==> src/hdl/four_channel_sound_generator_core_assert.svh <==
// Assertion macros shared by the sound generator RTL.
`ifndef FOUR_CHANNEL_SOUND_GENERATOR_CORE_ASSERT_SVH
`define FOUR_CHANNEL_SOUND_GENERATOR_CORE_ASSERT_SVH
`ifndef SYNTHESIS
`define FCSG_ASSERT_IMP(label, clk, rst_n, ante, cons) \
  label: assert property (@(posedge clk) disable iff (!rst_n) (ante) |-> (cons)) \
    else $error("assertion failed");
`define FCSG_ASSERT_NXT(label, clk, rst_n, ante, cons) \
  label: assert property (@(posedge clk) disable iff (!rst_n) (ante) |=> (cons)) \
    else $error("assertion failed");
`else
`define FCSG_ASSERT_IMP(label, clk, rst_n, ante, cons)
`define FCSG_ASSERT_NXT(label, clk, rst_n, ante, cons)
`endif
`endif

==> src/hdl/fcsg_pkg.sv <==
`timescale 1ns / 1ps
`default_nettype none
package fcsg_pkg;
  localparam int unsigned MaxCycles = 31;
  localparam int unsigned FrameDivider = 8192;
  localparam logic [10:0] FreqMax = 11'd2047;
  localparam logic [7:0] TrigBit = 8'h80;
  localparam logic [7:0] LenEnBit = 8'h40;

  typedef enum logic [1:0] {
    CMD_NONE  = 2'd0,
    CMD_WRITE = 2'd1,
    CMD_CYCLE = 2'd2,
    CMD_EMIT  = 2'd3
  } dp_op_t;

  // Commands from the controller to the datapath.
  typedef struct packed {
    dp_op_t     op;
    logic [5:0] addr;
    logic [7:0] data;
  } dp_cmd_t;

  // Pulse duty waveform, indexed by duty code and step.
  function automatic logic duty_bit(input logic [1:0] d, input logic [2:0] s);
    logic [7:0] row;
    begin
      case (d)
        2'd0: row = 8'b1000_0000;
        2'd1: row = 8'b1000_0001;
        2'd2: row = 8'b1110_0001;
        default: row = 8'b0111_1110;
      endcase
      duty_bit = row[s];
    end
  endfunction
endpackage
`default_nettype wire

==> src/hdl/four_channel_sound_generator_core.sv <==
// A write item goes to the datapath as it is accepted; a time item then runs
// one clock per emulated machine cycle in the channel datapath, then a sample check.
// Items are taken one at a time; a new one is not accepted until the last is through.
// The result sits in an output register; the next item also waits while it is unread.
// Reset: synchronous, active-low rst_n clears all state; the interval resets to 95.
`timescale 1ns / 1ps
`default_nettype none
module four_channel_sound_generator_core (
  input  wire logic        clk,
  input  wire logic        rst_n,
  input  wire logic        in_tvalid,
  output logic             in_tready,
  // cmd[0], reg_addr[6:1], write_data[14:7], cycles[19:15], zero fill
  input  wire logic [23:0] in_tdata,
  output logic             out_tvalid,
  input  wire logic        out_tready,
  // mix_level[5:0], channels_on[9:6], zero fill
  output logic [15:0]      out_tdata,
  input  wire logic        cfg_we,
  input  wire logic [15:0] cfg_wdata
);
  import fcsg_pkg::*;

  logic [15:0] interval_r;
  dp_cmd_t     cmd;

  // Sample interval register.
  always_ff @(posedge clk) begin
    if (!rst_n) interval_r <= 16'd95;
    else if (cfg_we) interval_r <= cfg_wdata;
  end

  fcsg_ctrl u_ctrl (
    .clk(clk), .rst_n(rst_n), .in_tvalid(in_tvalid), .in_tready(in_tready),
    .in_tdata(in_tdata[19:0]), .out_busy(out_tvalid && !out_tready),
    .cfg_interval(interval_r), .cmd(cmd)
  );

  fcsg_datapath u_dp (
    .clk(clk), .rst_n(rst_n), .cmd(cmd), .out_tvalid(out_tvalid),
    .out_tready(out_tready), .out_tdata(out_tdata)
  );
endmodule
`default_nettype wire

==> src/hdl/fcsg_ctrl.sv <==
`timescale 1ns / 1ps
`default_nettype none
`include "four_channel_sound_generator_core_assert.svh"
module fcsg_ctrl (
  input  wire logic              clk,
  input  wire logic              rst_n,
  input  wire logic              in_tvalid,
  output logic                   in_tready,
  input  wire logic [19:0]       in_tdata,
  input  wire logic              out_busy,
  input  wire logic [15:0]       cfg_interval,
  output fcsg_pkg::dp_cmd_t      cmd
);
  import fcsg_pkg::*;

  typedef enum logic [1:0] {S_IDLE, S_RUN, S_CHECK} state_t;

  state_t      state_r, state_nxt;
  logic [4:0]  cnt_r, cnt_nxt;
  logic [15:0] acc_r, acc_nxt;
  logic        go;
  logic [15:0] ivl;
  logic [16:0] sum;

  assign in_tready = (state_r == S_IDLE) && !out_busy;
  assign go = in_tvalid && in_tready;
  assign ivl = (cfg_interval == 16'd0) ? 16'd1 : cfg_interval;
  assign sum = {1'b0, acc_r} + {12'd0, cnt_r};

  // Sequencer: writes pass straight on; time items run one emulated cycle per clock, then the sample check.
  always_comb begin
    state_nxt = state_r;
    cnt_nxt = cnt_r;
    acc_nxt = acc_r;
    cmd = '{op: CMD_NONE, addr: in_tdata[6:1], data: in_tdata[14:7]};
    unique case (state_r)
      S_IDLE: begin
        if (go) begin
          if (!in_tdata[0]) begin
            cmd.op = CMD_WRITE;
          end else begin
            cnt_nxt = in_tdata[19:15];
            state_nxt = S_RUN;
          end
        end
      end
      S_RUN: begin
        if (cnt_r == 5'd0) begin
          state_nxt = S_CHECK;
        end else begin
          cmd.op = CMD_CYCLE;
          cnt_nxt = cnt_r - 5'd1;
        end
      end
      default: begin
        state_nxt = S_IDLE;
        if (sum > {1'b0, ivl}) begin
          cmd.op = CMD_EMIT;
          acc_nxt = 16'(sum - {1'b0, ivl});
        end else begin
          acc_nxt = sum[15:0];
        end
      end
    endcase
  end

  // The cycle count doubles as the accumulator addend in the check state.
  logic [4:0] run_r;
  always_ff @(posedge clk) begin
    if (!rst_n) begin
      state_r <= S_IDLE;
      cnt_r <= '0;
      acc_r <= '0;
      run_r <= '0;
    end else begin
      state_r <= state_nxt;
      acc_r <= acc_nxt;
      if (go && in_tdata[0]) begin
        run_r <= in_tdata[19:15];
      end
      cnt_r <= (state_nxt == S_CHECK) ? run_r : cnt_nxt;
    end
  end

  `FCSG_ASSERT_NXT(a_run_after_time, clk, rst_n, go && in_tdata[0], state_r == S_RUN)
  `FCSG_ASSERT_IMP(a_no_take_busy, clk, rst_n, state_r != S_IDLE, !in_tready)
  `FCSG_ASSERT_IMP(a_emit_in_check, clk, rst_n, cmd.op == CMD_EMIT, state_r == S_CHECK)
endmodule
`default_nettype wire

==> src/hdl/fcsg_datapath.sv <==
`timescale 1ns / 1ps
`default_nettype none
`include "four_channel_sound_generator_core_assert.svh"
module fcsg_datapath (
  input  wire logic         clk,
  input  wire logic         rst_n,
  input  fcsg_pkg::dp_cmd_t cmd,
  output logic              out_tvalid,
  input  wire logic         out_tready,
  output logic [15:0]       out_tdata
);
  import fcsg_pkg::*;

  logic [7:0]  regs_r [20];
  logic [7:0]  wave_r [16];
  logic [21:0] tmr_r [4];
  logic [4:0]  pos_r [3];
  logic [8:0]  len_r [4];
  logic [3:0]  vol_r [3];
  logic [2:0]  ecnt_r [3];
  logic [2:0]  eact_r;
  logic [2:0]  swc_r;
  logic [10:0] shadow_r;
  logic [14:0] lfsr_r;
  logic [3:0]  en_r;
  logic [12:0] fcnt_r;
  logic [2:0]  fstep_r;

  // Channel register helpers.
  function automatic logic [10:0] freq_of(input logic [7:0] lo, input logic [7:0] hi);
    freq_of = {hi[2:0], lo};
  endfunction

  logic [21:0] rel [4];
  logic [2:0]  nr43_r;
  logic [4:0]  nz_div;
  logic [11:0] sw_sum;
  logic [11:0] sw_sum_tr;
  logic        sw_upd;
  logic [10:0] f0;

  // A sweep update in the same cycle feeds the new frequency to the pulse timer reload.
  always_comb begin
    f0 = sw_upd ? sw_sum[10:0] : freq_of(regs_r[3], regs_r[4]);
    rel[0] = {9'd0, 11'(12'd2048 - {1'b0, f0}), 2'b00};
    rel[1] = {9'd0, 11'(12'd2048 - {1'b0, freq_of(regs_r[8], regs_r[9])}), 2'b00};
    rel[2] = {10'd0, 11'(12'd2048 - {1'b0, freq_of(regs_r[13], regs_r[14])}), 1'b0};
    if (f0 == 11'd0) rel[0] = 22'd8192;
    if (freq_of(regs_r[8], regs_r[9]) == 11'd0) rel[1] = 22'd8192;
    if (freq_of(regs_r[13], regs_r[14]) == 11'd0) rel[2] = 22'd4096;
    nr43_r = regs_r[18][2:0];
    nz_div = (nr43_r == 3'd0) ? 5'd8 : 5'd0;
    rel[3] = (nr43_r == 3'd0) ? (22'(nz_div) << regs_r[18][7:4])
                              : (22'({nr43_r, 4'd0}) << regs_r[18][7:4]);
  end

  // Sweep arithmetic on the shadow frequency.
  function automatic logic [11:0] sweep_of(input logic [10:0] f, input logic [7:0] nr10);
    logic [11:0] d;
    begin
      d = {1'b0, f >> nr10[2:0]};
      sweep_of = nr10[3] ? ({1'b0, f} - d) : ({1'b0, f} + d);
    end
  endfunction

  assign sw_sum = sweep_of(shadow_r, regs_r[0]);
  assign sw_sum_tr = sweep_of(sw_sum[10:0], regs_r[0]);

  // Mixer.
  logic [3:0] co [4];
  logic [7:0] wb;
  logic [3:0] nib;
  logic [5:0] mix;
  always_comb begin
    co[0] = (en_r[0] && duty_bit(regs_r[1][7:6], pos_r[0][2:0])) ? vol_r[0] : 4'd0;
    co[1] = (en_r[1] && duty_bit(regs_r[6][7:6], pos_r[1][2:0])) ? vol_r[1] : 4'd0;
    wb = wave_r[pos_r[2][4:1]];
    nib = pos_r[2][0] ? wb[3:0] : wb[7:4];
    case (regs_r[12][6:5])
      2'd0: co[2] = 4'd0;
      2'd1: co[2] = nib;
      2'd2: co[2] = nib >> 1;
      default: co[2] = nib >> 2;
    endcase
    if (!en_r[2]) co[2] = 4'd0;
    co[3] = (en_r[3] && !lfsr_r[0]) ? vol_r[2] : 4'd0;
    mix = 6'(co[0]) + 6'(co[1]) + 6'(co[2]) + 6'(co[3]);
  end

  logic       wr, tick, fclk;
  logic [2:0] fstep_n;
  logic [4:0] ch;
  logic [2:0] rg;
  logic [4:0] ra;
  assign wr = cmd.op == CMD_WRITE;
  assign tick = cmd.op == CMD_CYCLE;
  assign fclk = tick && (fcnt_r == 13'(FrameDivider - 1));
  assign fstep_n = fstep_r + 3'd1;
  assign ra = cmd.addr[4:0];
  assign sw_upd = fclk && (fstep_n == 3'd2 || fstep_n == 3'd6) && swc_r == 3'd1 &&
                  regs_r[0][6:4] != 3'd0 && sw_sum <= 12'(FreqMax) &&
                  regs_r[0][2:0] != 3'd0;
  always_comb begin
    ch = '0;
    rg = '0;
    if (ra < 5'd5) begin
      ch = 5'd0; rg = 3'(ra);
    end else if (ra < 5'd10) begin
      ch = 5'd1; rg = 3'(ra - 5'd5);
    end else if (ra < 5'd15) begin
      ch = 5'd2; rg = 3'(ra - 5'd10);
    end else begin
      ch = 5'd3; rg = 3'(ra - 5'd15);
    end
  end

  logic       reg_wr;
  assign reg_wr = wr && cmd.addr < 6'd20;

  logic [14:0] lfsr_nx;
  logic        lx;
  assign lx = lfsr_r[0] ^ lfsr_r[1];
  always_comb begin
    lfsr_nx = {lx, lfsr_r[14:1]};
    if (regs_r[18][3]) lfsr_nx[6] = lx;
  end

  // Channel state and output: writes, triggers, per-cycle timers, frame clocks and the result register.
  always_ff @(posedge clk) begin
    if (!rst_n) begin
      for (int i = 0; i < 20; i++) regs_r[i] <= '0;
      for (int i = 0; i < 16; i++) wave_r[i] <= '0;
      for (int i = 0; i < 4; i++) begin
        tmr_r[i] <= '0;
        len_r[i] <= '0;
      end
      for (int i = 0; i < 3; i++) begin
        pos_r[i] <= '0;
        vol_r[i] <= '0;
        ecnt_r[i] <= '0;
      end
      eact_r <= '0;
      swc_r <= '0;
      shadow_r <= '0;
      lfsr_r <= '0;
      en_r <= '0;
      fcnt_r <= '0;
      fstep_r <= '0;
      out_tvalid <= 1'b0;
      out_tdata <= '0;
    end else begin
      if (out_tvalid && out_tready) out_tvalid <= 1'b0;
      if (cmd.op == CMD_EMIT) begin
        out_tvalid <= 1'b1;
        out_tdata <= {6'd0, en_r, mix};
      end
      if (wr && cmd.addr >= 6'd32 && cmd.addr < 6'd48) wave_r[cmd.addr[3:0]] <= cmd.data;
      if (reg_wr) begin
        regs_r[ra] <= cmd.data;
        if (rg == 3'd1)
          len_r[ch[1:0]] <= (ch == 5'd2) ? 9'(9'd256 - {1'b0, cmd.data})
                                       : 9'(7'd64 - {1'b0, cmd.data[5:0]});
        if (rg == 3'd4 && (cmd.data & TrigBit) != 8'd0) begin
          en_r[ch[1:0]] <= 1'b1;
          if (len_r[ch[1:0]] == 9'd0) len_r[ch[1:0]] <= (ch == 5'd2) ? 9'd256 : 9'd64;
          if (ch < 5'd3) pos_r[ch[1:0]] <= '0;
          // The trigger reload uses the new frequency high bits.
          unique case (ch[1:0])
            2'd0: begin
              tmr_r[0] <= {9'd0, 11'(12'd2048 - {1'b0, cmd.data[2:0], regs_r[3]}), 2'b00}
                          | ((cmd.data[2:0] == 3'd0 && regs_r[3] == 8'd0) ? 22'd8192 : 22'd0);
              vol_r[0] <= regs_r[2][7:4];
              ecnt_r[0] <= regs_r[2][2:0];
              eact_r[0] <= 1'b1;
              shadow_r <= {cmd.data[2:0], regs_r[3]};
              swc_r <= regs_r[0][6:4];
              if (regs_r[0][2:0] != 3'd0 &&
                  sweep_of({cmd.data[2:0], regs_r[3]}, regs_r[0]) > 12'(FreqMax))
                en_r[0] <= 1'b0;
            end
            2'd1: begin
              tmr_r[1] <= {9'd0, 11'(12'd2048 - {1'b0, cmd.data[2:0], regs_r[8]}), 2'b00}
                          | ((cmd.data[2:0] == 3'd0 && regs_r[8] == 8'd0) ? 22'd8192 : 22'd0);
              vol_r[1] <= regs_r[7][7:4];
              ecnt_r[1] <= regs_r[7][2:0];
              eact_r[1] <= 1'b1;
            end
            2'd2: begin
              tmr_r[2] <= {10'd0, 11'(12'd2048 - {1'b0, cmd.data[2:0], regs_r[13]}), 1'b0}
                          | ((cmd.data[2:0] == 3'd0 && regs_r[13] == 8'd0) ? 22'd4096 : 22'd0);
            end
            default: begin
              tmr_r[3] <= rel[3];
              vol_r[2] <= regs_r[17][7:4];
              ecnt_r[2] <= regs_r[17][2:0];
              eact_r[2] <= 1'b1;
              lfsr_r <= 15'h7FFF;
            end
          endcase
        end
      end
      if (tick) begin
        fcnt_r <= fclk ? 13'd0 : fcnt_r + 13'd1;
        if (fclk) begin
          fstep_r <= fstep_n;
          if (!fstep_n[0]) begin
            for (int c = 0; c < 4; c++) begin
              if (regs_r[c * 5 + 4][6] && len_r[c] != 9'd0) begin
                len_r[c] <= len_r[c] - 9'd1;
                if (len_r[c] == 9'd1) en_r[c] <= 1'b0;
              end
            end
          end
          if (fstep_n == 3'd2 || fstep_n == 3'd6) begin
            swc_r <= swc_r - 3'd1;
            if (swc_r == 3'd1) begin
              swc_r <= regs_r[0][6:4];
              if (regs_r[0][6:4] != 3'd0) begin
                if (sw_sum > 12'(FreqMax)) begin
                  en_r[0] <= 1'b0;
                end else if (regs_r[0][2:0] != 3'd0) begin
                  shadow_r <= sw_sum[10:0];
                  regs_r[3] <= sw_sum[7:0];
                  regs_r[4] <= {regs_r[4][7:3], sw_sum[10:8]};
                  if (sw_sum_tr > 12'(FreqMax)) en_r[0] <= 1'b0;
                end
              end
            end
          end
          if (fstep_n == 3'd7) begin
            for (int e = 0; e < 3; e++) begin
              if (eact_r[e] && regs_r[(e == 2 ? 3 : e) * 5 + 2][2:0] != 3'd0) begin
                ecnt_r[e] <= ecnt_r[e] - 3'd1;
                if (ecnt_r[e] == 3'd1) begin
                  ecnt_r[e] <= regs_r[(e == 2 ? 3 : e) * 5 + 2][2:0];
                  if (regs_r[(e == 2 ? 3 : e) * 5 + 2][3] && vol_r[e] != 4'd15)
                    vol_r[e] <= vol_r[e] + 4'd1;
                  else if (!regs_r[(e == 2 ? 3 : e) * 5 + 2][3] && vol_r[e] != 4'd0)
                    vol_r[e] <= vol_r[e] - 4'd1;
                  else
                    eact_r[e] <= 1'b0;
                end
              end
            end
          end
        end
        for (int c = 0; c < 4; c++) begin
          if (tmr_r[c] > 22'd1) begin
            tmr_r[c] <= tmr_r[c] - 22'd1;
          end else begin
            tmr_r[c] <= rel[c];
            if (c < 2) pos_r[c] <= {2'b00, 3'(pos_r[c][2:0] + 3'd1)};
            else if (c == 2) pos_r[2] <= pos_r[2] + 5'd1;
            else if (regs_r[18][7:4] < 4'd14) lfsr_r <= lfsr_nx;
          end
        end
      end
    end
  end

  `FCSG_ASSERT_IMP(a_mix_range, clk, rst_n, out_tvalid, out_tdata[5:0] <= 6'd60)
  `FCSG_ASSERT_IMP(a_no_emit_while_full, clk, rst_n, cmd.op == CMD_EMIT, !out_tvalid || out_tready)
  `FCSG_ASSERT_IMP(a_frame_count, clk, rst_n, 1'b1, fcnt_r <= 13'(FrameDivider - 1))
endmodule
`default_nettype wire
==> config.mk <==
export PLATFORM = sky130hd
export DESIGN_NAME = four_channel_sound_generator_core
export DESIGN_NICKNAME = d
export VERILOG_FILES = /design/src/hdl/fcsg_pkg.sv /design/src/hdl/four_channel_sound_generator_core.sv /design/src/hdl/fcsg_ctrl.sv /design/src/hdl/fcsg_datapath.sv
export VERILOG_INCLUDE_DIRS = /design/src /design/src/hdl
export SDC_FILE = /design/constraint.sdc
export NUM_CORES = 1
export LEC_CHECK = 0
export BUFFER_PORTS_ARGS = -buffer_cell sky130_fd_sc_hd__buf_2
export CORE_UTILIZATION = 55
export CTS_BUF_LIST = sky130_fd_sc_hd__clkbuf_4 sky130_fd_sc_hd__clkbuf_8
export DETAILED_ROUTE_END_ITERATION = 8
export PLACE_DENSITY = 0.73
export SLEW_MARGIN = 20
export SYNTH_ARGS = -nofsm -noshare
export SYNTH_HDL_FRONTEND = slang
export SYNTH_SLANG_ARGS = --single-unit
==> constraint.sdc <==
create_clock -name clk -period 11.8 [get_ports clk]
set_input_delay 1.77 -clock clk [delete_from_list [all_inputs] [get_ports clk]]
set_output_delay 1.77 -clock clk [all_outputs]
set_load 0.05 [all_outputs]
After elaboration in Yosys (flattened, before gate mapping). Memories as Yosys holds them, arrays and structs flattened. Cells that the tools add are included.

Register bits: 107. RAM bits: 448. Input port bits: 45. Output and inout bits: 18. Word-level logic and storage cells: 619. Memories kept: 7.

Memory list: u_dp.regs_r (words 20, bits a word 8, rd ports 15, clocked after memory_dff 0, write ports 20, line fcsg_datapath.sv:14) `logic [7:0] regs_r [20];`; u_dp.wave_r (words 16, bits a word 8, rd ports 1, clocked after memory_dff 0, write ports 16, line fcsg_datapath.sv:15) `logic [7:0] wave_r [16];`; u_dp.tmr_r (words 4, bits a word 22, rd ports 4, clocked after memory_dff 0, write ports 4, line fcsg_datapath.sv:16) `logic [21:0] tmr_r [4];`; u_dp.len_r (words 4, bits a word 9, rd ports 5, clocked after memory_dff 0, write ports 4, line fcsg_datapath.sv:18) `logic [8:0] len_r [4];`; u_dp.pos_r (words 3, bits a word 5, rd ports 3, clocked after memory_dff 0, write ports 3, line fcsg_datapath.sv:17) `logic [4:0] pos_r [3];`; u_dp.vol_r (words 3, bits a word 4, rd ports 3, clocked after memory_dff 0, write ports 3, line fcsg_datapath.sv:19) `logic [3:0] vol_r [3];`; +1 memories.

Add/sub/neg operators: 46. Magnitude comparators: 21. Equal/unequal tests: 34. Shift-type cells: 5. Multiplexer cells: 366. Bitwise operators: 45. Reductions and logical operators: 81.

Operator list (number): $mux W22 (13); $mux W1 (239); $mux W11 (11); $mux W15 (6); $gt A22 B1 Y1 const B (4); $sub A22 B1 Y22 const B (4); $mux W4 (21); $mux W3 (24); $mux W9 (8); $sub A1 B11 Y11 const A (6); $mux W14 (4); $mux W5 (11); $pmux W8 S3 (2); $or A13 B22 Y22 (2); $or A1 B1 Y1 (40); $mux W13 (3); $add A11 B11 Y12 (3); $eq A9 B1 Y1 const B (4); $gt A12 B11 Y1 const B (3); $logic_and A1 B1 Y1 (36); $mux W12 (3); $reduce_bool A9 Y1 (4); $sub A11 B11 Y12 (3); $sub A9 B1 Y9 const B (4); other kinds (70) (140).

Longest topological paths before layout. Gate-level depths: netlist of run 1.

Word-level depth: 24. Depth in mapped cells: 37.

By module. Synthesis of run 1 repeated with hierarchy kept, for this count alone.

Cells, all modules: 3063. Area, all modules: 29642.2 um2.

Modules (own cells, without submodules): fcsg_datapath (instances 1, cells each 2642, area each 26180.1 um2, seq. area each 12041.5 um2); fcsg_ctrl (instances 1, cells each 369, area each 2855.2 um2, seq. area each 560.5 um2); four_channel_sound_generator_core (instances 1, cells each 52, area each 606.8 um2, seq. area each 320.3 um2).

Worst setup path before layout of run 1. No wires, ideal clock.

Kind: reg2reg. Start: memory u_dp.regs_r[0][2]. End: register u_dp.en_r[0]. Setup time: 0.103 ns. Arrival: 6.495 ns. Setup slack: 5.202 ns. Cell stages (with the launch flop): 36. Buffers on the path: 5. Cell sequence: edfxtp_1 clkbuf_1 clkbuf_1 buf_1 buf_1 nand2_1 and2_1 ha_1 and3_1 and3_1 and2_1 a2bb2oi_1 o32a_1 ha_1 and2_0 clkbuf_1 a22oi_1 o211ai_1 or2_4 inv_2 mux4_2 a21oi_1 ha_1 inv_1 nor2_4 a21oi_1 xnor2_1 ha_1 a21oi_1 o21ai_0 a21oi_1 nor2b_1 o2111ai_1 o21ai_2 xnor2_1 a2111oi_2.

RTL lines: start: declaration (line fcsg_datapath.sv:14); end signal: assignment (line fcsg_datapath.sv:146) `en_r <= '0;`; end signal: indexed assignment (line fcsg_datapath.sv:164) `en_r[ch[1:0]] <= 1'b1;`; end signal: assignment (line fcsg_datapath.sv:179) `en_r[0] <= 1'b0;`; end: declaration (line fcsg_datapath.sv:25) `logic [3:0] en_r;`.

==> metrics, run 1 <==
design area=31600 um2; first-pass GRT wire length=between 100000 and 150000 um; outcome=complete, no violations; Setup Buffers After CTS=0; Crit Path Class=flop to flop; Die ar.=about 54000 um2; most common cell after layout, fill and taps aside=nor2_1; max-slew violations=0; Power Density=around 130 nW/um2; Slew HR=27.5%; Synth Register Bits=473; total of max-cap violations=0; P&R area growth vs syn=8.52%; Synth Warn #=0; Root Buffer=clkbuf_8; Die Wd=~230 um; DR iter-0 viols=2216; total grt overflow=0; mapped cell area=around 29000 um2; Layout Nets=3263; register area share after synthesis=between 40% and 50%; crit path max fanout=52; CP max stage delay=between 0.5 and 0.6 ns; RSZ-0062 raised after global routing=no; Crit path top cell by count=a21oi_1; cts hold-fix bufs=0; slowest cell on the critical path=buf_4; final worst path period share=a little over three fifths; Async S/R FF share, synth=0%; Worst IR Drop VDD=~100 uV; Port Buffers=between 50 and 60; prevailing post-synth register cell=edfxtp_1; vias in the first global route=between 20k and 25k; Initial Util=56.2%; Total GRT Usage=between 20% and 30%; arrival time at the worst endpoint=between 7 and 8 ns; dominant cells by area after synthesis=edfxtp_1 36%, dfxtp_1 8.8%, ha_1 5.2%, nor2_1 5.2%, xnor2_1 4.0%; 1st-pass router iterations=8; Critical Path End Type=flop; H-tree lvl count=3; antenna-violating nets left=0; Core Footprint=51800 um2; antenna violations before repair=8; ratio of cells with drive above 1 in the final layout=under 10%; Worst setup SP type=flop; Avg WL per Cell=around 19 um; TritonCTS buffer count=81; FMAX=approximately 140 MHz; clock tree sinks=473; Worst-Margin Slew=1.08 ns; Placer Congestion=roughly 0.9; Synth area leader=edfxtp_1; Synth top area share=roughly 36%; DRC viols=0; total wire length=73200 um; post-CTS sizing=0; data required time at the worst endpoint=between 10 and 15 ns; vias post-DR=~23k; setup_tns=0 ns; Clock Pin Slew Worst Setup and Hold Paths=~0.060 ns; Mapped Cells=approximately 3.1k; Finished Core Util=between 60% and 70%; hold slack=roughly 0.46 ns; Netlist cell types=97; TritonCTS clock tree=built; row count=83; Placed Area=around 30000 um2; Fillers=4226; Lkg Pwr=about 0.012 uW; Max Buffers Root-to-Sink=3; clock latency on the worst-skew pair=between 0.6 and 0.7 ns; most frequent cells in the layout=400 x nor2_1, 345 x edfxtp_1, 273 x nand2_1, 157 x a21oi_1, 151 x nor3_1; Chip Height=between 200 and 250 um; syn avg cell area=9.45 um2; EDFF count, synth=approximately 350; Final Critical Period=~7.4 ns; vias per inst=6.12; Setup-failing EPs final=0; skew final=0.0303 ns; hpwl dp=51700 um; Final Hold Vio Count=0; largest net degree at the start of global routing=between 70 and 80; I/O pins=63; worst min path class=flop to flop
-- cell families after synthesis --
kind of cell               Yosys count  share of synthesized area (%)
and+or+nand+nor                   1225                           19.9
AOI/OAI and AO/OA                  607                           13.3
DFF                                473                           44.4
buffers and inverters              295                           4.01
xor gates and xnor gates           230                           6.94
adders and majority gates          134                           6.02
muxes                              117                           5.40
other                                1                         0.0129
-- routing by layer --
layer	vias to the layer above	GRT usage (%)	wire (um)
met5	-	0	46
met2	905	45.7	34700
met1	11300	35.8	30600
li1	11100	-	-
met4	6	9.89	2410
met3	182	4.67	5440
-- Yosys cell counts (24+ instances only) --
library cell	number
nand2b_1	34
xnor2_1	134
inv_1	116
and2_1	104
clkbuf_1	123
nor2b_1	25
ha_1	121
nand3_1	73
a21o_1	28
nand2_1	273
nor3_1	151
edfxtp_1	345
or3_1	33
mux4_2	31
a211oi_1	31
buf_1	24
nor2_1	400
dfxtp_1	128
nor4_1	31
o21ai_0	141
o22ai_1	71
xor2_1	95
a21oi_1	158
mux2i_1	75
-- registers in the layout, indices dropped and copies added, names as in the netlist --
signal	cells
interval_r	16
u_ctrl.acc_r	16
u_ctrl.cnt_r	5
u_ctrl.run_r	5
u_ctrl.state_r	2
u_dp.eact_r	3
u_dp.ecnt_r	9
u_dp.en_r	4
u_dp.fcnt_r	13
u_dp.fstep_r	3
u_dp.len_r	36
u_dp.lfsr_r	15
u_dp.out_tdata	10
u_dp.out_tvalid	1
u_dp.pos_r	11
u_dp.regs_r	82
u_dp.shadow_r	11
u_dp.swc_r	3
u_dp.tmr_r	88
u_dp.vol_r	12
u_dp.wave_r	128
-- worst max-delay path: cells and delay by family, from the launching register on --
| family | cells | cell delay, ns |
|---|---|---|
| xor gates and xnor gates | 2 | 0.41 |
| adders and majority gates | 3 | 0.88 |
| DFF | 1 | 0.33 |
| muxes | 2 | 0.86 |
| and+or+nand+nor | 7 | 1.34 |
| buffers and inverters | 3 | 0.71 |
| AOI/OAI and AO/OA | 14 | 2.73 |
-- report_power, final --
group / internal [uW] / leakage [uW] / switching, uW
registers: 1850 / 0.00461 / 49.9
logic: 170 / 0.00617 / 295
clock network: 917 / 0.000920 / 685
-- per-stage QoR --
| step | worst slack [ns] | power, uW | std cells |
|---|---|---|---|
| after global routing | 3.84 | 4110 | 3830 |
| after detailed placement | 4.45 | 2390 | 3683 |
| after floorplan | 5.20 | 2260 | 3087 |
| after CTS | 4.42 | 3970 | 3829 |
| after global placement | 4.60 | 2370 | 3683 |
| final | 4.42 | 3960 | 3834 |
-- layout make-up --
class	instances	area [um2]	share of cell area, %
inverter	124	465	1.47
clock inverter	31	310	0.982
sequential	473	12900	40.9
timing repair buffer	87	526	1.66
antenna	5	12.5	0.0396
tap	680	851	2.69
multi-input combinational	2319	15100	47.7
clock buffer	115	1430	4.53
-- final timing paths --
kind / from / endpoint / slack, ns / depth (start not counted)
min: u_dp.out_tdata[4]$_SDFFE_PN0P_ / u_dp.out_tdata[4]$_SDFFE_PN0P_ / 0.46 / 2
max reg2reg: u_dp.regs_r[0][0]$_SDFFCE_PN0P_ / u_dp.en_r[0]$_SDFF_PN0_ / 4.42 / 31
min reg2reg: u_dp.out_tdata[4]$_SDFFE_PN0P_ / u_dp.out_tdata[4]$_SDFFE_PN0P_ / 0.46 / 2
max: u_dp.regs_r[0][0]$_SDFFCE_PN0P_ / u_dp.en_r[0]$_SDFF_PN0_ / 4.42 / 31
No activity file was read; power rests on OpenSTA's default activity.
==> run 2, diff against run 1 <==
Settings changed: PLACE_DENSITY 0.73 to 0.76.
Clock period 11.8 ns to 5.9 ns, I/O delays scaled along.
==> metrics, run 2 (synthesized netlist as in run 1, its figures left out) <==
outcome=complete, but fails checks; failing checks=setup timing; antenna-violating nets left=0 (unchanged); leading registers by flop count=u_dp.wave_r x128, u_dp.tmr_r x88, u_dp.regs_r x82; most common cell after layout, fill and taps aside=nor2_1; Max Buffers Root-to-Sink=3 (unchanged); met2 GRT Util=47.1% (+1.4 points); clock latency on the worst-skew pair=0.66 ns (about the same); slack of the critical path=-0.276 ns (-4.69 ns); total of max-cap violations=0 (unchanged); Avg WL per Cell=19.5 um (+2.1%); Total GRT Usage=28.3% (+0.92 points); TritonCTS buffer count=80 (-1.2%); total grt overflow=0 (unchanged); ratio of cells with drive above 1 in the final layout=14.8% (+4.9 points); Final Critical Period=6.18 ns (-1.21 ns); vias per inst=6.18 (+0.86%); Layout Nets=3394 (+4.0%); DR iter-0 viols=2458 (+11%); Core Footprint=51800 um2 (unchanged); skew final=0.0155 ns (-0.0149 ns); slowest cell on the critical path=mux4_2; hold slack=0.455 ns (-0.00326 ns); Placer Congestion=0.932 (+2.9%); cts hold-fix bufs=0 (unchanged); hpwl dp=54200 um (+4.8%); Worst-Margin Slew=1.05 ns (-0.0300 ns); antenna violations before repair=5 (-3); Critical Path End Type=flop; Lkg Pwr=0.0124 uW (+5.7%); DRC viols=0 (unchanged); met3 usage=5.06% (+0.39 points); arrival time at the worst endpoint=6.74 ns (-1.22 ns); Crit path top cell by count=buf_4; vias post-DR=24.5k (+4.2%); Worst IR Drop VDD=211 uV (+110%); I/O pins=63 (unchanged); RSZ-0062 raised after global routing=yes; worst min path class=input pin to flop; first-pass GRT wire length=122000 um (+3.4%); max-slew violations=0 (unchanged); H-tree lvl count=3 (unchanged); Power Total=7870 uW (+99%); row count=83 (unchanged); Die ar.=53900 um2 (unchanged); max FFs per register=128 (unchanged); vias in the first global route=23.7k (+4.2%); Largest Register=u_dp.wave_r; total wire length=77200 um (+5.5%); Crit Path Class=flop to flop; Chip Height=232 um (unchanged); Most Used Layer, Global Route=met2; crit path max fanout=5 (-90%); FMAX=162 MHz (+20%); Root Buffer=clkbuf_8; CP max stage delay=0.52 ns (about the same); most frequent cells in the layout=399 x nor2_1, 345 x edfxtp_1, 271 x nand2_1, 157 x buf_4, 151 x nor3_1; met1 Use GR=36.8% (+0.97 points); 1st-pass router iterations=6 (-2); Worst setup SP type=flop; Initial Util=56.2% (unchanged); P&R area growth vs syn=12.6%; Power Density=240 nW/um2 (+91%); data required time at the worst endpoint=6.47 ns (-5.91 ns); Port Buffers=52 (unchanged); Slew HR=29.4% (+1.9 points); Setup-failing EPs final=1 (+1); Die Wd=232 um (unchanged); largest net degree at the start of global routing=59 (-19%); clock tree sinks=473 (unchanged); Final Hold Vio Count=0 (unchanged); final worst path period share=105% (+42 points); Clock Pin Slew Worst Setup and Hold Paths=0.06 ns (about the same); TritonCTS clock tree=built
-- run 2: changes by cell type in the layout (fill, tap and decap cells not counted), sizes merged --
cell,change
buf,+131
clkbuf,+9
bufinv,-5
clkinv,-4
diode,-3
inv,-1
-- run 2: final timing paths --
check,from,cells past startpoint,slack (ns),end
min,cfg_wdata[3],3,0.45,interval_r[3]$_SDFFE_PN1P_
max,u_dp.regs_r[0][0]$_SDFFCE_PN0P_,30,-0.28,u_dp.en_r[0]$_SDFF_PN0_
min reg2reg,u_ctrl.run_r[0]$_SDFFE_PN0P_,2,0.46,u_ctrl.run_r[0]$_SDFFE_PN0P_
max reg2reg,u_dp.regs_r[0][0]$_SDFFCE_PN0P_,30,-0.28,u_dp.en_r[0]$_SDFF_PN0_
-- run 2: report_power, final --
| part | switching, uW | internal (uW) | leakage, uW |
|---|---|---|---|
| clock network | 1360 | 1670 | 0.000873 |
| registers | 106 | 3690 | 0.00461 |
| logic | 632 | 414 | 0.00688 |
| total | 2090 | 5770 | 0.0124 |
-- run 2: layout make-up --
cell class | count | area [um2]
multi-input combinational | 2319 | 15300
inverter | 124 | 467
antenna | 2 | 5.00
clock inverter | 21 | 129
fill | 4140 | 19000
clock buffer | 123 | 1510
sequential | 473 | 12900
tap | 680 | 851
timing repair buffer | 219 | 1590
-- run 2: stage by stage --
| step | std cells | instance area, um2 | utilization, % | setup WS, ns | setup TNS [ns] |
|---|---|---|---|---|---|
| after floorplan | 3087 | 29300 | - | 0.00105 | 0 |
| after global placement | 3798 | 30800 | 59.4 | -0.274 | -0.274 |
| after detailed placement | 3798 | 30800 | 59.4 | -0.422 | -0.467 |
| after CTS | 3950 | 32500 | 62.8 | -0.208 | -0.236 |
| after global routing | 3959 | 32800 | 63.2 | -0.585 | -0.619 |
| final | 3961 | 32800 | 63.2 | -0.276 | -0.276 |
-- run 2: critical path: cells and delay by family (launching register included) --
kind | cells | cell delay [ns]
compound gates | 12 | 2.20
simple gates | 7 | 1.18
mux | 2 | 0.73
fa+ha+maj | 3 | 0.66
buf+inv | 4 | 0.58
flops | 1 | 0.43
xor+xnor | 2 | 0.30
-- run 2: timing repair --
action | 4_1_cts | 5_1_grt
endpoints found under the setup margin | 3 | 23
pin swaps | 15 | 22
endpoints found under the hold margin | 0 | 0
gates resized for setup | 22 | 30
setup buffers | 8 | 10
gates cloned | 0 | 1
-- run 2: per-layer routing --
metal | vias up | routed length (um)
li1 | 11400 | -
met1 | 11700 | 31000
met4 | 4 | 2520
met2 | 1144 | 37100
met5 | - | 31
met3 | 222 | 6610
